$ cat config.mk
export PLATFORM = sky130hd
export DESIGN_NAME = steep_line_pixel_stepper
export DESIGN_NICKNAME = d
export VERILOG_FILES = /design/src/sv/slps_pkg.sv /design/src/sv/steep_line_pixel_stepper.sv /design/src/sv/slps_core.sv
export SDC_FILE = /design/constraint.sdc
export NUM_CORES = 1
export LEC_CHECK = 0
export BUFFER_PORTS_ARGS = -buffer_cell sky130_fd_sc_hd__buf_2
export CORE_AREA = 2 2 148 150
export DETAILED_ROUTE_END_ITERATION = 6
export DIE_AREA = 0 0 150 152
export PLACE_DENSITY = 0.6
export RECOVER_POWER = 50
export SYNTH_ARGS = -nofsm -noshare
export SYNTH_HDL_FRONTEND = slang
export SYNTH_SLANG_ARGS = --single-unit
$ cat constraint.sdc
create_clock -name clk -period 13.48 [get_ports clk]
set_clock_uncertainty 0.05 [all_clocks]
set_input_delay 2.022 -clock clk [delete_from_list [all_inputs] [get_ports clk]]
set_output_delay 2.022 -clock clk [all_outputs]
set_load 0.01 [all_outputs]
$ cat src/sv/slps_pkg.sv
// Shared types and constants for the steep line pixel stepper.
`timescale 1ns / 1ps

package slps_pkg;

    localparam int COORD_IN_W      = 8;
    localparam int COLOR_W         = 32;
    localparam int DEC_W           = 12;
    localparam int CANVAS_SIZE_DEF = 256;

    localparam logic [COLOR_W-1:0] COLOR_RESET = 32'h0000_00FF;

    localparam logic REQ_START   = 1'b0;
    localparam logic REQ_ADVANCE = 1'b1;

    typedef struct packed {
        logic                  req_type;
        logic [COORD_IN_W-1:0] x_start;
        logic [COORD_IN_W-1:0] y_start;
        logic [COORD_IN_W-1:0] x_end;
        logic [COORD_IN_W-1:0] y_end;
    } req_t;

    typedef struct packed {
        logic [COORD_IN_W-1:0] pixel_x;
        logic [COORD_IN_W-1:0] pixel_y;
        logic [COLOR_W-1:0]    pixel_color;
        logic                  last_pixel;
    } pix_t;

endpackage

$ cat src/sv/steep_line_pixel_stepper.sv
// Top level of the steep line pixel stepper: handshakes, color register, result register.
`timescale 1ns / 1ps

// Midpoint line stepper for steep lines of positive slope.
// Input channel (in_valid / in_ready): a request with req_type = start latches the
// endpoints (swapped so the column rises) and yields the first pixel; req_type =
// advance moves one row up and yields the next pixel. Advance while no line is
// active yields nothing. The pixel on the end row carries last_pixel.
// Output channel (out_valid / out_ready): pixel_x, pixel_y, pixel_color, last_pixel.
// Config: cfg_we / cfg_wdata write the draw color (reset 0x000000FF); write only idle.
// Path: an accepted request is held in the input register; when it fires, its pixel is
// written into the result register, which drives out_valid.
// Throughput: one request per cycle while the output is not stalled; the decision add and
// compare in the step logic are combinational, so back-to-back advances stream one pixel per clock.
// Stall: with out_ready low the result holds, the input register fills, and
// in_ready drops; nothing is lost or repeated.
// Reset: no line active, both registers empty, state cleared, color to default.
module steep_line_pixel_stepper #(
    parameter int CANVAS_SIZE = slps_pkg::CANVAS_SIZE_DEF
) (
    input  logic                            clk,
    input  logic                            rst_n,
    input  logic                            in_valid,
    output logic                            in_ready,
    input  logic                            req_type,
    input  logic [slps_pkg::COORD_IN_W-1:0] x_start,
    input  logic [slps_pkg::COORD_IN_W-1:0] y_start,
    input  logic [slps_pkg::COORD_IN_W-1:0] x_end,
    input  logic [slps_pkg::COORD_IN_W-1:0] y_end,
    output logic                            out_valid,
    input  logic                            out_ready,
    output logic [slps_pkg::COORD_IN_W-1:0] pixel_x,
    output logic [slps_pkg::COORD_IN_W-1:0] pixel_y,
    output logic [slps_pkg::COLOR_W-1:0]    pixel_color,
    output logic                            last_pixel,
    input  logic                            cfg_we,
    input  logic [slps_pkg::COLOR_W-1:0]    cfg_wdata
);
    import slps_pkg::*;

    logic               in_valid_reg, in_valid_next;
    req_t               in_req_reg;
    logic               out_valid_reg, out_valid_next;
    pix_t               out_pix_reg;
    logic [COLOR_W-1:0] color_reg;

    pix_t step_pix;
    logic step_has_pix;
    logic fire;

    // request in the input register moves when the result slot is free
    assign fire     = in_valid_reg && (!out_valid_reg || out_ready);
    assign in_ready = !in_valid_reg || fire;

    always_comb
    begin
        in_valid_next = in_ready ? in_valid : in_valid_reg;
        if (fire)
            out_valid_next = step_has_pix;
        else
            out_valid_next = out_valid_reg && !out_ready;
    end

    slps_core #(
        .CANVAS_SIZE(CANVAS_SIZE)
    ) u_core (
        .clk    (clk),
        .rst_n  (rst_n),
        .fire   (fire),
        .req    (in_req_reg),
        .color  (color_reg),
        .pix    (step_pix),
        .has_pix(step_has_pix)
    );

    always_ff @(posedge clk or negedge rst_n)
    begin
        if (!rst_n)
        begin
            in_valid_reg  <= 1'b0;
            out_valid_reg <= 1'b0;
            color_reg     <= COLOR_RESET;
        end
        else
        begin
            in_valid_reg  <= in_valid_next;
            out_valid_reg <= out_valid_next;
            if (cfg_we)
                color_reg <= cfg_wdata;
        end
    end

    // payload registers, no reset
    always_ff @(posedge clk)
    begin
        if (in_valid && in_ready)
        begin
            in_req_reg.req_type <= req_type;
            in_req_reg.x_start  <= x_start;
            in_req_reg.y_start  <= y_start;
            in_req_reg.x_end    <= x_end;
            in_req_reg.y_end    <= y_end;
        end
        if (fire && step_has_pix)
            out_pix_reg <= step_pix;
    end

    assign out_valid   = out_valid_reg;
    assign pixel_x     = out_pix_reg.pixel_x;
    assign pixel_y     = out_pix_reg.pixel_y;
    assign pixel_color = out_pix_reg.pixel_color;
    assign last_pixel  = out_pix_reg.last_pixel;

endmodule

$ cat src/sv/slps_core.sv
// Line state registers and the combinational setup / advance step.
`timescale 1ns / 1ps

module slps_core #(
    parameter int CANVAS_SIZE = slps_pkg::CANVAS_SIZE_DEF
) (
    input  logic                         clk,
    input  logic                         rst_n,
    input  logic                         fire,
    input  slps_pkg::req_t               req,
    input  logic [slps_pkg::COLOR_W-1:0] color,
    output slps_pkg::pix_t               pix,
    output logic                         has_pix
);
    import slps_pkg::*;

    localparam int COORD_W = $clog2(CANVAS_SIZE);
    localparam int RECIP_SHIFT = 16;
    localparam int RECIP = (1 << RECIP_SHIFT) / CANVAS_SIZE;
    localparam int PROD_W = RECIP_SHIFT + COORD_IN_W;

    // Reduce an input coordinate modulo the canvas size: floor reciprocal
    // estimate, then at most one correction.
    function automatic logic [COORD_W-1:0] wrap_coord(input logic [COORD_IN_W-1:0] v);
        logic [PROD_W-1:0]     prod;
        logic [COORD_IN_W-1:0] q;
        logic [COORD_IN_W:0]   r;
        prod = PROD_W'(v) * PROD_W'(RECIP);
        q = prod[PROD_W-1:RECIP_SHIFT];
        r = {1'b0, v} - (COORD_IN_W + 1)'(int'(q) * CANVAS_SIZE);
        if (int'(r) >= CANVAS_SIZE)
            r = r - (COORD_IN_W + 1)'(CANVAS_SIZE);
        if (CANVAS_SIZE >= (1 << COORD_IN_W))
            return COORD_W'(v);
        else
            return COORD_W'(r);
    endfunction

    function automatic logic [COORD_W-1:0] coord_next(input logic [COORD_W-1:0] v);
        logic [COORD_W:0] n;
        n = {1'b0, v} + (COORD_W + 1)'(1);
        if (int'(n) >= CANVAS_SIZE)
            return '0;
        else
            return n[COORD_W-1:0];
    endfunction

    logic               active_reg, active_next;
    logic [COORD_W-1:0] col_reg, col_next;
    logic [COORD_W-1:0] row_reg, row_next;
    logic [COORD_W-1:0] stop_reg, stop_next;
    logic [DEC_W-1:0]   dec_reg, dec_next;
    logic [DEC_W-1:0]   diag_reg, diag_next;
    logic [DEC_W-1:0]   straight_reg, straight_next;

    logic [COORD_W-1:0] xa, ya, xb, yb;
    logic [DEC_W-1:0]   dx, dy;
    logic               is_start;
    logic               last;

    assign is_start = (req.req_type == REQ_START);

    always_comb
    begin
        xa = wrap_coord(req.x_start);
        ya = wrap_coord(req.y_start);
        xb = wrap_coord(req.x_end);
        yb = wrap_coord(req.y_end);
        if (xb < xa)
        begin
            xa = wrap_coord(req.x_end);
            ya = wrap_coord(req.y_end);
            xb = wrap_coord(req.x_start);
            yb = wrap_coord(req.y_start);
        end
        dx = DEC_W'(xb) - DEC_W'(xa);
        dy = DEC_W'(yb) - DEC_W'(ya);

        active_next   = active_reg;
        col_next      = col_reg;
        row_next      = row_reg;
        stop_next     = stop_reg;
        dec_next      = dec_reg;
        diag_next     = diag_reg;
        straight_next = straight_reg;
        has_pix       = 1'b0;
        last          = 1'b0;

        if (is_start)
        begin
            dec_next      = dy - (dx << 1);
            diag_next     = (dy - dx) << 1;
            straight_next = DEC_W'(0) - (dx << 1);
            col_next      = xa;
            row_next      = ya;
            stop_next     = yb;
            last          = (ya == yb);
            active_next   = !last;
            has_pix       = 1'b1;
        end
        else if (active_reg)
        begin
            // negative decision: take the diagonal step
            if (dec_reg[DEC_W-1])
            begin
                dec_next = dec_reg + diag_reg;
                col_next = coord_next(col_reg);
            end
            else
            begin
                dec_next = dec_reg + straight_reg;
            end
            row_next = coord_next(row_reg);
            last     = (row_next == stop_reg);
            if (last)
                active_next = 1'b0;
            has_pix = 1'b1;
        end

        pix.pixel_x     = COORD_IN_W'(col_next);
        pix.pixel_y     = COORD_IN_W'(row_next);
        pix.pixel_color = color;
        pix.last_pixel  = last;
    end

    always_ff @(posedge clk or negedge rst_n)
    begin
        if (!rst_n)
        begin
            active_reg   <= 1'b0;
            col_reg      <= '0;
            row_reg      <= '0;
            stop_reg     <= '0;
            dec_reg      <= '0;
            diag_reg     <= '0;
            straight_reg <= '0;
        end
        else if (fire)
        begin
            active_reg   <= active_next;
            col_reg      <= col_next;
            row_reg      <= row_next;
            stop_reg     <= stop_next;
            dec_reg      <= dec_next;
            diag_reg     <= diag_next;
            straight_reg <= straight_next;
        end
    end

endmodule
==> impl_results.md <==
- CTS hold repair buffers: 0
- DR DRC count: 0
- GRT overflow: 0
- Outcome: finished, violations left
- Crit share post-route: roughly 43%
- First-pass DRT Iterations: 5
- Async S/R FF share, synth: between 50 and 60%
- Cell count after synthesis: between 800 and 900
- Detailed placement HPWL: about 15 mm
- Ranking of synthesized cells by area: edfxtp_1, dfrtp_1, mux2_2
- Setup crit end: u_core.dec_reg[5]
- Post-cts repair resize count: 0
- TritonCTS clock tree: yes
- Critical path required time: ~13 ns
- Row cnt: 54
- # diodes: 0
- Clock buffer count from CTS: 17
- DP Area: about 10000 sq um
- Least-Margin Pin Slew: ~2.8 ns
- Post-Syn Area: ~9400 sq um
- Worst-Skew Late Latency: between 0.4 and 0.5 ns
- Max reg flops: 33
- Core ar.: about 21000 sq um
- Main synth FF type: dfrtp_1
- Synth Net Count: between 1000 and 1500
- Share of cells above drive strength 1: a little over a fifth
- Worst path depth: 2
- Die Width: around 150 microns
- R2r setup slk: approximately 8.3 ns
- Synth top area share: between 20% and 30%
- Final Hold Vio Count: 0
- Vias: 6843
- Max incr delay on CP: about 2 ns
- Via density: 5.28
- Max-Slew Margin vs Limit: -83.4%
- Initial Util: between 40 and 50%
- Startpoint Class: primary input
- Slowest cell on crit path: clkbuf_1
- Power Dens Cells: about 190 nW/um^2
- Initial antenna violation count: 2
- # port buffers: 120
- Max Slew Vio Count: between 150 and 200
- Endpoint class of the critical path: async pin
- Initial DRC count: 402
- Worst path bufs/invs: 2
- Post-synthesis cell type count: 73
- H-Tree Level Count: 4
- Critical Path Fanout Max: about 50
- Worst EP arrival: between 5 and 6 ns
- Final count of negative-setup-slack endpoints: 0
- Worst Setup SP: rst_n
- Syn avg cell area: roughly 11 sq um
- Worst-path clk slew: around 0.070 ns
- Drt wl/cell: 15.4 microns
- Largest net degree at the start of global routing: 52
- Register area share after synthesis: 50.4%
- Leak Pwr: around 4.7 nW
- Worst vdd ir: between 0.1 and 0.15 mV
- Vias in the first global route: about 6500
- Pre-CTS WS: just over 8 ns
- Largest delay share family, worst path: buffers and inverters
- Reg2reg path depth: 17
- Routed Antenna Nets: 0
- Fmax: around 170 MHz
- Fin crit period: 5.80 ns
- Max Cap Viol: 4
- RSZ-0062 raised after global routing: false
- Postcts setup bufs: 0
- Worst hold-check path type: reg2reg
- First-pass GRT wire length: between 30 and 40 mm
- YS warnings: 0
- Crit-path cells: clkbuf_1 -> clkbuf_1
- GPL Wtd Cong: 0.860
- WS Path Type: in2async
- End of the worst register-to-register path: u_core.dec_reg[9]
- Setup_tns: 0 ns
- Largest area contributor in the netlist: edfxtp_1
- Fin nets: roughly 1100
- Layout area overhead: 15.3%
- WL final: 20.0 mm
- Clk root buf: clkbuf_16
- Tot Pwr: roughly 2.1 mW
- Synth Register Bits: 173
- Failing checks: max-capacitance violations, max-slew violations
- Clock sink total: ~170
- IO Count: about 120
- Gr usage total: between 10% and 20%
- Die Area: approximately 23000 sq um
- Die height: between 150 and 200 microns
- Number of flops mapped to enable cells by yosys: between 80 and 90
- Most common cell type on the critical path: clkbuf_1
- Worst R2R Start: in_req_reg[13]
- Finished Cell Area: approximately 11000 sq um
- CTS Buffer Depth: 2
- Final setup margin: about 7.7 ns
through the flow:
step	hold slack, ns	utilization [%]	cells
5_1_grt	0.407	50.9	1296
3_3_place_gp	0.372	48.1	1264
6_report	0.394	50.9	1296
4_1_cts	0.396	50.9	1296
3_5_place_dp	0.379	48.1	1264
2_1_floorplan	0.371	-	897
per-layer routing:
layer / part of all wire [%] / global-route usage (%)
met5: 0 / 0
met4: 1.7 / 5.88
met3: 5.0 / 2.49
met2: 43 / 27.3
met1: 50 / 26.9
logic make-up (layout without fill, tap and decap cells):
group                      Yosys count  after routing  share of synthesized area (%)
and+or+nand+nor                    261            261                           12.9
xor gates and xnor gates            65             65                           6.12
buffers and inverters               87            206                           3.60
AOI/OAI and AO/OA                  212            212                           14.6
muxes                               50             50                           5.91
adders and majority gates           49             49                           6.48
DFF                                173            173                           50.4
power breakdown:
part           total [mW]  switching [mW]  internal [mW]
Sequential          0.777          0.0910          0.686
Combinational       0.814           0.445          0.369
Clock               0.486           0.236          0.250
area by class of cell:
cell class / instances / area [sq um]
multi-input cells: 637 / 4340
well taps: 280 / 350
fillers: 1984 / 10500
repair buffers: 127 / 643
inverters: 47 / 176
flip-flops and latches: 173 / 4750
clock inverters: 15 / 179
clock buffers: 17 / 425
synth_stat cells (3+ instances only):
| master | n |
|---|---|
| a211oi_1 | 4 |
| a21boi_0 | 3 |
| a21o_1 | 19 |
| a21oi_1 | 41 |
| a22o_1 | 8 |
| a31oi_1 | 14 |
| and2_1 | 6 |
| and3_1 | 7 |
| buf_1 | 7 |
| clkbuf_1 | 30 |
| dfrtp_1 | 83 |
| dfstp_2 | 8 |
| edfxtp_1 | 82 |
| fa_1 | 3 |
| ha_1 | 35 |
| inv_1 | 46 |
| maj3_1 | 9 |
| mux2_2 | 42 |
| mux2i_1 | 7 |
| nand2_1 | 117 |
| nand2b_1 | 15 |
| nand3_1 | 12 |
| nand4_1 | 5 |
| nor2_1 | 56 |
| nor2b_1 | 13 |
| nor3_1 | 12 |
| o211ai_1 | 5 |
| o21ai_0 | 53 |
| o21ai_1 | 6 |
| o221ai_1 | 4 |
| o22ai_1 | 19 |
| o31ai_1 | 7 |
| or3_1 | 4 |
| xnor2_1 | 44 |
| xor2_1 | 20 |
cells in the final DEF, fill, tap and decap left out, types with 6 or more instances in the layout:
cell / Yosys / final
a21o_1: 19 / 19
a21oi_1: 41 / 41
a22o_1: 8 / 8
a31oi_1: 14 / 14
and3_1: 7 / 7
buf_2: 1 / 118
clkbuf_16: 0 / 17
clkinv_8: 0 / 6
dfrtp_1: 83 / 83
dfstp_2: 8 / 6
edfxtp_1: 82 / 82
ha_1: 35 / 35
inv_1: 46 / 46
maj3_1: 9 / 9
mux2_2: 42 / 42
mux2i_1: 7 / 7
nand2_1: 117 / 117
nand2b_1: 15 / 15
nand3_1: 12 / 12
nor2_1: 56 / 55
nor2b_1: 13 / 13
nor3_1: 12 / 12
o21ai_0: 53 / 53
o21ai_1: 6 / 6
o22ai_1: 19 / 19
o31ai_1: 7 / 7
xnor2_1: 44 / 44
xor2_1: 20 / 20
how the worst min path moves through the flow:
stage	startpoint	slack (ns)	depth (start not counted)	to
finish	color_reg[12]	0.39	0	pixel_color[12]
global placement	color_reg[16]	0.37	0	pixel_color[16]
detailed placement	color_reg[29]	0.38	0	pixel_color[29]
CTS	color_reg[17]	0.40	0	pixel_color[17]
global route	color_reg[10]	0.41	0	pixel_color[10]
floorplan	color_reg[10]	0.37	0	pixel_color[10]
No activity file was read; power rests on OpenSTA's default activity.
